**src/esc_pkg.sv**
```systemverilog
`timescale 1ns / 1ps
// ----------------------------------------------------------------------------
// esc_pkg
// Shared types, constants and the month length table for the epoch seconds
// to calendar converter.
// ----------------------------------------------------------------------------
package esc_pkg;

   localparam int unsigned SECS_W      = 32;
   localparam int unsigned DAYS_W      = 16;
   localparam int unsigned TOD_W       = 17;
   localparam int unsigned YEAR_W      = 12;

   // 86400 is 675 shifted left by 7, so the day split divides the upper
   // 25 bits of the count by 675 with a reciprocal multiplication.
   localparam int unsigned DAY_SHIFT   = 7;
   localparam int unsigned SCALED_W    = SECS_W - DAY_SHIFT;
   localparam int unsigned RECIP_W     = 26;
   localparam int unsigned RECIP_SHIFT = 35;
   localparam int unsigned PROD_W      = SCALED_W + RECIP_W;
   localparam int unsigned UNITS_W     = 10;

   localparam logic [UNITS_W-1:0] DAY_UNITS     = 10'd675;
   localparam logic [RECIP_W-1:0] DAY_RECIP     = 26'd50903317;
   localparam logic [TOD_W-1:0]   SECS_PER_HOUR = 17'd3600;
   localparam logic [TOD_W-1:0]   SECS_PER_MIN  = 17'd60;
   localparam logic [YEAR_W-1:0]  EPOCH_YEAR    = 12'd1970;
   localparam logic [6:0]         EPOCH_CENT    = 7'd70;
   localparam logic [8:0]         EPOCH_QUAD    = 9'd370;
   localparam logic [8:0]         DAYS_COMMON   = 9'd365;
   localparam logic [8:0]         DAYS_LEAP     = 9'd366;
   localparam logic [2:0]         EPOCH_WEEKDAY = 3'd4;
   localparam logic [3:0]         LAST_MONTH    = 4'd11;

   typedef enum logic [2:0] {
      ST_IDLE,
      ST_DIVIDE,
      ST_SPLIT,
      ST_YEAR,
      ST_MONTH,
      ST_FINISH
   } esc_state_type;

   typedef struct packed {
      logic load;
      logic mul_step;
      logic split_step;
      logic year_step;
      logic month_step;
      logic tod_step;
      logic load_out;
   } esc_cmd_type;

   typedef struct packed {
      logic year_done;
      logic month_done;
      logic tod_done;
      logic out_busy;
   } esc_status_type;

   // Length of month idx (0 = January), with February at 29 in leap years.
   function automatic logic [4:0] month_length(input logic [3:0] idx, input logic leap);
      logic [4:0] len;
      unique case (idx)
         4'd0:    len = 5'd31;
         4'd1:    len = leap ? 5'd29 : 5'd28;
         4'd2:    len = 5'd31;
         4'd3:    len = 5'd30;
         4'd4:    len = 5'd31;
         4'd5:    len = 5'd30;
         4'd6:    len = 5'd31;
         4'd7:    len = 5'd31;
         4'd8:    len = 5'd30;
         4'd9:    len = 5'd31;
         4'd10:   len = 5'd30;
         4'd11:   len = 5'd31;
         default: len = 5'd31;
      endcase
      return len;
   endfunction

endpackage

```
**src/esc_datapath.sv**
```systemverilog
`timescale 1ns / 1ps
// ----------------------------------------------------------------------------
// esc_datapath
// Day split by reciprocal multiplication, year/month subtraction,
// time-of-day split and the result register.
// ----------------------------------------------------------------------------
module esc_datapath (
   input  logic                            clock,
   input  logic                            reset,
   input  esc_pkg::esc_cmd_type            cmd,
   output esc_pkg::esc_status_type         status,
   input  logic [esc_pkg::SECS_W-1:0]      req_seconds_count,
   output logic                            rsp_valid,
   input  logic                            rsp_ready,
   output logic [11:0]                     rsp_year,
   output logic [3:0]                      rsp_month,
   output logic [4:0]                      rsp_day_of_month,
   output logic [4:0]                      rsp_hour,
   output logic [5:0]                      rsp_minute,
   output logic [5:0]                      rsp_second,
   output logic [2:0]                      rsp_weekday
);

   logic [esc_pkg::SECS_W-1:0]  dividend_ff, dividend_in;
   logic [esc_pkg::PROD_W-1:0]  prod_ff, prod_in;
   logic [esc_pkg::TOD_W-1:0]   tod_ff, tod_in;
   logic [esc_pkg::DAYS_W-1:0]  days_ff, days_in;
   logic [2:0]                  wk_ff, wk_in;
   logic [esc_pkg::YEAR_W-1:0]  year_ff, year_in;
   logic [6:0]                  cent_ff, cent_in;
   logic [8:0]                  quad_ff, quad_in;
   logic [3:0]                  mon_ff, mon_in;
   logic [4:0]                  hour_ff, hour_in;
   logic [5:0]                  min_ff, min_in;

   logic                        rsp_valid_ff, rsp_valid_in;
   logic [11:0]                 out_year_ff;
   logic [3:0]                  out_month_ff;
   logic [4:0]                  out_day_ff;
   logic [4:0]                  out_hour_ff;
   logic [5:0]                  out_min_ff;
   logic [5:0]                  out_sec_ff;
   logic [2:0]                  out_wk_ff;

   logic [esc_pkg::DAYS_W-1:0]   quot;
   logic [esc_pkg::SCALED_W-1:0] quot_back;
   logic [esc_pkg::UNITS_W-1:0]  units_left;
   logic [5:0]                   wk_digits;
   logic [3:0]                   wk_fold;
   logic                         leap;
   logic [8:0]                   year_len;
   logic [4:0]                   mon_len;
   logic [3:0]                   wk_sum;
   logic [2:0]                   wk_final;

   always_comb begin
      quot       = prod_ff[esc_pkg::RECIP_SHIFT +: esc_pkg::DAYS_W];
      quot_back  = esc_pkg::SCALED_W'(quot) * esc_pkg::SCALED_W'(esc_pkg::DAY_UNITS);
      units_left = esc_pkg::UNITS_W'(dividend_ff[esc_pkg::SECS_W-1:esc_pkg::DAY_SHIFT]
                                     - quot_back);
      // Eight is one more than seven, so the octal digits of the day count
      // add up to the same value mod 7.
      wk_digits  = {3'd0, quot[2:0]} + {3'd0, quot[5:3]} + {3'd0, quot[8:6]}
                 + {3'd0, quot[11:9]} + {3'd0, quot[14:12]} + {5'd0, quot[15]};
      wk_fold    = {1'b0, wk_digits[2:0]} + {1'b0, wk_digits[5:3]};
      leap      = (year_ff[1:0] == 2'd0) && ((cent_ff != 7'd0) || (quad_ff == 9'd0));
      year_len  = leap ? esc_pkg::DAYS_LEAP : esc_pkg::DAYS_COMMON;
      mon_len   = esc_pkg::month_length(mon_ff, leap);
      wk_sum    = {1'b0, wk_ff} + {1'b0, esc_pkg::EPOCH_WEEKDAY};
      wk_final  = (wk_sum >= 4'd7) ? 3'(wk_sum - 4'd7) : wk_sum[2:0];

      status.year_done  = days_ff < {7'd0, year_len};
      status.month_done = (mon_ff == esc_pkg::LAST_MONTH) || (days_ff < {11'd0, mon_len});
      status.tod_done   = tod_ff < esc_pkg::SECS_PER_MIN;
      status.out_busy   = rsp_valid_ff && !rsp_ready;
   end

   always_comb begin
      dividend_in = dividend_ff;
      prod_in     = prod_ff;
      tod_in      = tod_ff;
      days_in     = days_ff;
      wk_in       = wk_ff;
      year_in     = year_ff;
      cent_in     = cent_ff;
      quad_in     = quad_ff;
      mon_in      = mon_ff;
      hour_in     = hour_ff;
      min_in      = min_ff;

      if (cmd.load) begin
         dividend_in = req_seconds_count;
         tod_in      = '0;
         days_in     = '0;
         wk_in       = '0;
         year_in     = esc_pkg::EPOCH_YEAR;
         cent_in     = esc_pkg::EPOCH_CENT;
         quad_in     = esc_pkg::EPOCH_QUAD;
         mon_in      = '0;
         hour_in     = '0;
         min_in      = '0;
      end
      if (cmd.mul_step) begin
         prod_in = esc_pkg::PROD_W'(dividend_ff[esc_pkg::SECS_W-1:esc_pkg::DAY_SHIFT])
                 * esc_pkg::PROD_W'(esc_pkg::DAY_RECIP);
      end
      if (cmd.split_step) begin
         days_in = quot;
         tod_in  = {units_left, dividend_ff[esc_pkg::DAY_SHIFT-1:0]};
         wk_in   = (wk_fold >= 4'd7) ? 3'(wk_fold - 4'd7) : wk_fold[2:0];
      end
      if (cmd.year_step) begin
         days_in = days_ff - {7'd0, year_len};
         year_in = year_ff + 12'd1;
         cent_in = (cent_ff == 7'd99) ? 7'd0 : cent_ff + 7'd1;
         quad_in = (quad_ff == 9'd399) ? 9'd0 : quad_ff + 9'd1;
      end
      if (cmd.month_step) begin
         days_in = days_ff - {11'd0, mon_len};
         mon_in  = mon_ff + 4'd1;
      end
      // Hours are counted out before minutes, so both loops share one register.
      if (cmd.tod_step) begin
         if (tod_ff >= esc_pkg::SECS_PER_HOUR) begin
            tod_in  = tod_ff - esc_pkg::SECS_PER_HOUR;
            hour_in = hour_ff + 5'd1;
         end else if (tod_ff >= esc_pkg::SECS_PER_MIN) begin
            tod_in = tod_ff - esc_pkg::SECS_PER_MIN;
            min_in = min_ff + 6'd1;
         end
      end
   end

   always_comb begin
      rsp_valid_in = rsp_valid_ff;
      if (cmd.load_out) begin
         rsp_valid_in = 1'b1;
      end else if (rsp_ready) begin
         rsp_valid_in = 1'b0;
      end
   end

   always_ff @(posedge clock) begin
      dividend_ff <= dividend_in;
      prod_ff     <= prod_in;
      tod_ff      <= tod_in;
      days_ff     <= days_in;
      wk_ff       <= wk_in;
      year_ff     <= year_in;
      cent_ff     <= cent_in;
      quad_ff     <= quad_in;
      mon_ff      <= mon_in;
      hour_ff     <= hour_in;
      min_ff      <= min_in;
   end

   always_ff @(posedge clock) begin
      if (reset) begin
         rsp_valid_ff <= 1'b0;
      end else begin
         rsp_valid_ff <= rsp_valid_in;
      end
   end

   always_ff @(posedge clock) begin
      if (cmd.load_out) begin
         out_year_ff  <= year_ff;
         out_month_ff <= mon_ff + 4'd1;
         out_day_ff   <= days_ff[4:0] + 5'd1;
         out_hour_ff  <= hour_ff;
         out_min_ff   <= min_ff;
         out_sec_ff   <= tod_ff[5:0];
         out_wk_ff    <= wk_final;
      end
   end

   assign rsp_valid        = rsp_valid_ff;
   assign rsp_year         = out_year_ff;
   assign rsp_month        = out_month_ff;
   assign rsp_day_of_month = out_day_ff;
   assign rsp_hour         = out_hour_ff;
   assign rsp_minute       = out_min_ff;
   assign rsp_second       = out_sec_ff;
   assign rsp_weekday      = out_wk_ff;

endmodule

```
**src/esc_ctrl.sv**
```systemverilog
`timescale 1ns / 1ps
// ----------------------------------------------------------------------------
// esc_ctrl
// Sequencer for the converter: day split, year loop, month loop, then hand
// the item to the result register.
// ----------------------------------------------------------------------------
module esc_ctrl (
   input  logic                     clock,
   input  logic                     reset,
   input  logic                     req_valid,
   output logic                     req_ready,
   output esc_pkg::esc_cmd_type     cmd,
   input  esc_pkg::esc_status_type  status
);

   esc_pkg::esc_state_type            state_ff, state_in;

   always_ff @(posedge clock) begin
      if (reset) begin
         state_ff   <= esc_pkg::ST_IDLE;
      end else begin
         state_ff   <= state_in;
      end
   end

   always_comb begin
      state_in   = state_ff;
      cmd        = '0;
      req_ready  = 1'b0;
      unique case (state_ff)
         esc_pkg::ST_IDLE: begin
            req_ready = 1'b1;
            if (req_valid) begin
               cmd.load = 1'b1;
               state_in = esc_pkg::ST_DIVIDE;
            end
         end
         esc_pkg::ST_DIVIDE: begin
            cmd.mul_step = 1'b1;
            state_in     = esc_pkg::ST_SPLIT;
         end
         esc_pkg::ST_SPLIT: begin
            cmd.split_step = 1'b1;
            state_in       = esc_pkg::ST_YEAR;
         end
         // The time-of-day split runs alongside the calendar loops.
         esc_pkg::ST_YEAR: begin
            cmd.tod_step = 1'b1;
            if (status.year_done) begin
               state_in = esc_pkg::ST_MONTH;
            end else begin
               cmd.year_step = 1'b1;
            end
         end
         esc_pkg::ST_MONTH: begin
            cmd.tod_step = 1'b1;
            if (status.month_done) begin
               state_in = esc_pkg::ST_FINISH;
            end else begin
               cmd.month_step = 1'b1;
            end
         end
         esc_pkg::ST_FINISH: begin
            cmd.tod_step = 1'b1;
            if (status.tod_done && !status.out_busy) begin
               cmd.load_out = 1'b1;
               state_in     = esc_pkg::ST_IDLE;
            end
         end
         default: begin
            state_in = esc_pkg::ST_IDLE;
         end
      endcase
   end

   a_month_after_year: assert property (@(posedge clock) disable iff (reset)
      (state_ff == esc_pkg::ST_MONTH) |-> status.year_done)
      else $error("month loop running with whole years left");

   a_load_out_clean: assert property (@(posedge clock) disable iff (reset)
      cmd.load_out |-> (status.tod_done && !status.out_busy))
      else $error("result loaded before time split finished or over a waiting item");

   a_ready_idle: assert property (@(posedge clock) disable iff (reset)
      req_ready |-> (state_ff == esc_pkg::ST_IDLE))
      else $error("input ready while an item is being converted");

endmodule

```
**src/epoch_seconds_to_calendar_unit.sv**
```systemverilog
`timescale 1ns / 1ps
// ----------------------------------------------------------------------------
// epoch_seconds_to_calendar_unit
// Converts seconds since 1970-01-01 00:00:00 to Gregorian date, time of day
// and weekday (0 = Sunday).
// ----------------------------------------------------------------------------
// One item is converted at a time. The unit accepts it, multiplies by the
// reciprocal of the day length, forms the day number, time of day and
// weekday, subtracts whole years and then whole months from the day
// number, and finally loads the result register. Hours and minutes are
// counted out in parallel with the loops; for early dates that count can
// hold the final state. A result that still waits on rsp_ready also holds
// the final state. The result register lets the next item be accepted
// while the previous result still waits on rsp_ready.
module epoch_seconds_to_calendar_unit (
   input  logic        clock,
   input  logic        reset,
   input  logic        req_valid,
   output logic        req_ready,
   input  logic [31:0] req_seconds_count,
   output logic        rsp_valid,
   input  logic        rsp_ready,
   output logic [11:0] rsp_year,
   output logic [3:0]  rsp_month,
   output logic [4:0]  rsp_day_of_month,
   output logic [4:0]  rsp_hour,
   output logic [5:0]  rsp_minute,
   output logic [5:0]  rsp_second,
   output logic [2:0]  rsp_weekday
);

   esc_pkg::esc_cmd_type     cmd;
   esc_pkg::esc_status_type  status;

   esc_ctrl u_ctrl (
      .clock     (clock),
      .reset     (reset),
      .req_valid (req_valid),
      .req_ready (req_ready),
      .cmd       (cmd),
      .status    (status)
   );

   esc_datapath u_datapath (
      .clock             (clock),
      .reset             (reset),
      .cmd               (cmd),
      .status            (status),
      .req_seconds_count (req_seconds_count),
      .rsp_valid         (rsp_valid),
      .rsp_ready         (rsp_ready),
      .rsp_year          (rsp_year),
      .rsp_month         (rsp_month),
      .rsp_day_of_month  (rsp_day_of_month),
      .rsp_hour          (rsp_hour),
      .rsp_minute        (rsp_minute),
      .rsp_second        (rsp_second),
      .rsp_weekday       (rsp_weekday)
   );

endmodule
```
**config.mk**
```make
export PLATFORM = sky130hd
export DESIGN_NAME = epoch_seconds_to_calendar_unit
export DESIGN_NICKNAME = d
export VERILOG_FILES = /design/src/esc_pkg.sv /design/src/esc_datapath.sv /design/src/esc_ctrl.sv /design/src/epoch_seconds_to_calendar_unit.sv
export SDC_FILE = /design/constraint.sdc
export NUM_CORES = 1
export LEC_CHECK = 0
export BUFFER_PORTS_ARGS = -buffer_cell sky130_fd_sc_hd__clkbuf_2
export CORE_MARGIN = 4
export CORE_UTILIZATION = 65
export CTS_CLUSTER_SIZE = 25
export DETAILED_ROUTE_END_ITERATION = 12
export PLACE_DENSITY = 0.92
export SLEW_MARGIN = 25
export SYNTH_ARGS = -nofsm -noshare
export SYNTH_HDL_FRONTEND = slang
export SYNTH_SLANG_ARGS = --single-unit
```
**constraint.sdc**
```tcl
create_clock -name clock -period 8.2 [get_ports clock]
set_clock_uncertainty 0.1 [all_clocks]
set_input_delay 0.82 -clock clock [delete_from_list [all_inputs] [get_ports clock]]
set_output_delay 0.82 -clock clock [all_outputs]
set_load 0.1 [all_outputs]
```
# Yosys cells after proc, flatten, opt, wreduce, memory -nomap -nowiden
# Cells that the tools add are included.
word_totals:
  elab_cells: 138
  inputBits: 36
  regBits: 207
classes:
  addsub: 21
  order_cmp: 7
  n_eq_ne: 17
  n_reduce_logical: 19
  multipliers: 2
  muxes: 52
op_table:
  columns: ["op", "count"]
  rows:
  - ["17-bit two-way mux", 5]
  - ["16-bit two-way mux", 4]
  - ["25-bit by 26-bit multiplier with 51-bit output, second input constant", 1]
  - ["9-bit two-way mux", 3]
  - ["12-bit two-way mux", 2]
  - ["3-bit two-way mux", 8]
  - ["6-bit two-way mux", 4]
  - ["7-bit two-way mux", 3]
  - ["6-bit by 3-bit adder with 6-bit output", 3]
  - ["3-bit case mux with 6 select lines", 1]
  - ["17-bit by 12-bit greater-or-equal comparator with 1-bit output, second input constant", 1]
  - ["17-bit by 6-bit greater-or-equal comparator with 1-bit output, second input constant", 1]
  - ["17-bit by 6-bit < comparator with 1-bit output, second input constant", 1]
  - ["17-bit by 12-bit subtractor with 17-bit output, second input constant", 1]
  - ["17-bit by 6-bit subtractor with 17-bit output, second input constant", 1]
  - ["16-bit by 5-bit < comparator with 1-bit output", 1]
  - ["16-bit by 9-bit < comparator with 1-bit output", 1]
  - ["16-bit by 10-bit multiplier with 10-bit output, second input constant", 1]
  - ["16-bit by 5-bit subtractor with 16-bit output", 1]
  - ["16-bit by 9-bit subtractor with 16-bit output", 1]
  - ["1-bit two-way mux", 15]
  - ["5-bit two-way mux", 3]
  - ["12-bit by 1-bit adder with 12-bit output, second input constant", 1]
  - ["4-bit equality test, second input constant", 3]
  - ["other kinds (36)", 52]

# Longest topological paths before layout
depth:
  depth_word: 10
  ltp_mapped: 24

# Hierarchy
# Synthesis repeated with hierarchy kept, for this count alone.
hier_totals:
  cells_unflattened: 1838
  hier_area_um2: 19215.9
modules_own_cells:
  columns: ["mod", "cells_each", "n_inst", "area_per_inst_um2"]
  rows:
  - ["esc_datapath", 1807, 1, 18998.2]
  - ["esc_ctrl", 31, 1, 217.7]

# Worst setup path after synthesis
# Ideal clock, no wire load.
synth_path:
  kind: "flip-flop to flip-flop"
  from: "reg u_datapath.dividend_ff[30] (netlist name)"
  to: "reg u_datapath.prod_ff[49] (netlist name), data pin"
  required_time_ns: 7.841
  arrival_ns: 6.069
  slack_ns: 1.773
  setup_time_ns: 0.259
  stages_incl_launch_ff: 21
  cell_sequence: "edfxtp_1 > fa_1 > inv_1 > fa_1 > inv_1 > fa_1 > inv_1 > fa_1 > inv_1 > fa_1 > fa_1 > ha_1 > ha_1 > and3_2 > nand4_1 > nor3_2 > a21boi_1 > a211oi_2 > or4_4 > and3b_2 > xnor2_1"
synth_via:
  elab_chain_cells: 1
synth_rtl:
  columns: ["item", "line_no", "text"]
  rows:
  - ["start: declaration", "esc_datapath.sv:24", "logic [esc_pkg::SECS_W-1:0] dividend_ff, dividend_in;"]
  - ["start signal: assignment", "esc_datapath.sv:144", "dividend_ff <= dividend_in;"]
  - ["25-bit by 26-bit multiplier with 51-bit output", "esc_datapath.sv:105", "* esc_pkg::PROD_W'(esc_pkg::DAY_RECIP);"]
  - ["end signal: assignment", "esc_datapath.sv:145", "prod_ff <= prod_in;"]
  - ["end: declaration", "esc_datapath.sv:25", "logic [esc_pkg::PROD_W-1:0] prod_ff, prod_in;"]
# Every way passes these cells.
# A chain may end at the register's enable or synchronous reset.

# Worst setup path after layout
layout_path:
  from: "reg u_datapath.dividend_ff[12] (netlist name)"
  to: "reg u_datapath.prod_ff[45] (netlist name), data pin"
# Same word-level chain as after synthesis.

==> impl_metrics.env <==
export IMPL_finalNetCount=2521
export IMPL_clk_latency_ns=0.48
export IMPL_fp_dieW_um=180.0
export IMPL_syn_area_per_cell_um2=10.38
export IMPL_yosys_warnings=0
export IMPL_ios=79
export IMPL_clk_pin_slew_ns=0.08
export IMPL_crit_type="flip-flop to flip-flop"
export IMPL_dp_cells=2295
export IMPL_path_cells="inv_1 -> ha_1 -> inv_1 -> fa_1 -> ha_1 -> inv_1 -> fa_1 -> inv_1 -> fa_1 -> fa_1 -> inv_1 -> fa_1 -> inv_1 -> ha_1 -> a21oi_1 -> o21ai_0 -> a2111oi_0 -> a21boi_1 -> a211oi_2 -> o31ai_1 -> o311ai_0"
export IMPL_clock_root_buffer="clkbuf_16"
export IMPL_drive_above_1_share_pct=7.926
export IMPL_status="finished, final reports clean"
export IMPL_cts_inserted_buffers=17
export IMPL_yosysTopAreaCell="ha_1"
export IMPL_start_util_pct=66.47
export IMPL_whs_path_depth=0
export IMPL_cp_start_kind="flip-flop"
export IMPL_min_delay_start="u_datapath.hour_ff[4]$_DFF_P_"
export IMPL_dieHeight_um=180.0
export IMPL_cp_required_ns=8.32
export IMPL_area_growth_pct=7.501
export IMPL_whs_endpoint="u_datapath.rsp_hour[4]$_DFFE_PP_"
export IMPL_cts_resized=0
export IMPL_path_common_cell="inv_1"
export IMPL_drv_cap=0
export IMPL_fill_cells=1924
export IMPL_worst_ep_arrival_time_ns=7.59
export IMPL_cp_end_kind="flip-flop"
export IMPL_fin_hold_ws_ns=0.3810
export IMPL_cts_tree="done"
export IMPL_fp_coreArea_mm2=0.02894
export IMPL_gp_congestion=1.030
export IMPL_cts_hold_buf=0
export IMPL_relSlewSlack_pct=33.20
export IMPL_firstDrtPassIters=8
export IMPL_utilization_pct=71.46
export IMPL_r2r_end="u_datapath.prod_ff[45]$_DFFE_PP_"
export IMPL_drt_wirelength_per_cell_um=20.20
export IMPL_holdCritPathClass="flip-flop to flip-flop"
export IMPL_tightest_slew_ns=0.9996
export IMPL_antenna_found_initial=0
export IMPL_slowest_delay_ns=0.80
export IMPL_cts_setup_buffers=0
export IMPL_hpwlAfterDp_mm=36.44
export IMPL_synth_edff_count=144
export IMPL_synth_flop_cell="edfxtp_1"
export IMPL_synth_cell_area_mm2=0.01923
export IMPL_gr_total_overflow=0
export IMPL_rows=62
export IMPL_post_route_period_util_pct=91.10
export IMPL_antenna_cells=0
export IMPL_vias=14190
export IMPL_io_buffers=78
export IMPL_syn_nets=2444
export IMPL_hold_viol=0
export IMPL_grt_pass1_vias=15080
export IMPL_setup_viol=0
export IMPL_grt_first_pass_wirelength_mm=76.49
export IMPL_synth_common_cells="inv_1 (430), ha_1 (350), fa_1 (205)"
export IMPL_synth_top_area_share_pct=22.77
export IMPL_synthMostInstantiatedCell="inv_1"
export IMPL_ff2ff_path_depth=21
export IMPL_drtIter0Drc=1551
export IMPL_maxSlewViolCount=0
export IMPL_track_usage_pct=29.36
export IMPL_cts_sinks=172
export IMPL_grt_max_degree=42
export IMPL_cts_buffer_depth=2
export IMPL_r2r_start="u_datapath.dividend_ff[12]$_DFFE_PP_"
export IMPL_period_minus_slack_ns=7.470
export IMPL_async_flop_share_pct=0
export IMPL_die_area_mm2=0.03241
export IMPL_crit_fanout=11
export IMPL_critPathSlowestCell="edfxtp_1"
export IMPL_rsz0062_at_grt="false"
export IMPL_ant_nets=0
export IMPL_yosys_top_cells_area="ha_1 (23%), edfxtp_1 (22%), fa_1 (21%), inv_1 (8.4%), dfxtp_1 (2.9%)"
export IMPL_setup_tns_ns=0
export IMPL_layout_cells_non_filler=2327
export IMPL_synth_cells=1853
export IMPL_cts_htree_levels=4
export IMPL_routed_wl_mm=47.02
export IMPL_max_freq_mhz=133.9
export IMPL_drc=0
export IMPL_via_per_inst=6.098
export IMPL_ys_seq_area_share_pct=25.40
export IMPL_synth_distinct_cells=80
export IMPL_rrSetupSlack_ns=0.73
export IMPL_ys_ff_latch=172
critical path, delay by kind of cell, from the launching register on:
kind / cells / cell delay, ns
adder cells (fa/ha/maj): 8 / 3.49
AO/OA/AOI/OAI: 7 / 2.23
flip-flops: 1 / 0.80
buffers and inverters: 6 / 0.60
stage by stage:
step,area [um2],setup WS [ns]
final,20680,0.7301
after global routing,20680,0.5505
after CTS,20680,0.7961
after detailed placement,20060,0.9494
after global placement,20060,1.190
after floorplan,19230,1.773
worst max-delay path by stage:
stage,start,end
floorplan,u_datapath.dividend_ff[30]$_DFFE_PP_,u_datapath.prod_ff[49]$_DFFE_PP_
global placement,u_datapath.dividend_ff[30]$_DFFE_PP_,u_datapath.prod_ff[44]$_DFFE_PP_
finish,u_datapath.dividend_ff[12]$_DFFE_PP_,u_datapath.prod_ff[45]$_DFFE_PP_
global route,u_datapath.dividend_ff[12]$_DFFE_PP_,u_datapath.prod_ff[45]$_DFFE_PP_
detailed placement,u_datapath.dividend_ff[12]$_DFFE_PP_,u_datapath.prod_ff[44]$_DFFE_PP_
CTS,u_datapath.dividend_ff[12]$_DFFE_PP_,u_datapath.prod_ff[45]$_DFFE_PP_
flip-flops by register name, summed over array words and instances (netlist names), 5 cells and up:
register / flops
u_datapath.dividend_ff: 32
u_datapath.prod_ff: 16
u_datapath.rsp_second: 6
u_datapath.rsp_year: 12
u_datapath.tod_ff: 17
u_datapath.quad_ff: 9
u_datapath.hour_ff: 5
u_datapath.rsp_minute: 6
u_datapath.min_ff: 6
u_datapath.year_ff: 12
u_datapath.days_ff: 16
u_datapath.cent_ff: 7
u_datapath.rsp_hour: 5
u_datapath.rsp_day_of_month: 5
layer usage:
layer	global-route usage (%)	vias to the layer above	wire, um
li1	-	6319	-
met3	5.874	176	4198
met1	36.69	6856	17710
met2	50.36	839	23130
met4	11.98	0	1986
met5	0	-	0
cells by family after synthesis:
family                     count (synthesis)  synth area share [%]
AOI/OAI and AO/OA                        257                 8.971
xor gates and xnor gates                  81                 3.689
adders and majority gates                555                 44.11
buffers and inverters                    461                 9.081
DFF                                      172                 25.40
muxes                                      9                0.4814
and+or+nand+nor                          318                 8.275
area by class of cell:
cell class	count	area (um2)	share of cell area, %
multi-input cells	1220	12610	60.99
flip-flops and latches	172	4885	23.62
inverters	431	1618	7.824
well taps	384	480.5	2.324
repair buffers	88	465.4	2.251
clock buffers	17	425.4	2.057
clock inverters	15	191.4	0.9259
cells in the final DEF (no fill, tap or decap), types with 9 or more instances in the layout:
cell       count
a211oi_1       9
a21o_1        29
a21oi_1       57
a22oi_1        9
and3_1         9
buf_4         10
clkbuf_16     17
clkbuf_2      78
dfxtp_1       28
edfxtp_1     144
fa_1         205
ha_1         350
inv_1        430
nand2_1       82
nand3_1       43
nand4_1       17
nor2_1        81
nor2b_1       13
nor3_1        14
o21ai_0       51
o221ai_1       9
o22ai_1       16
xnor2_1       41
xor2_1        40
Power is not shown: default switching activity piles up to over one toggle a cycle in this logic, so the estimate is an artifact.
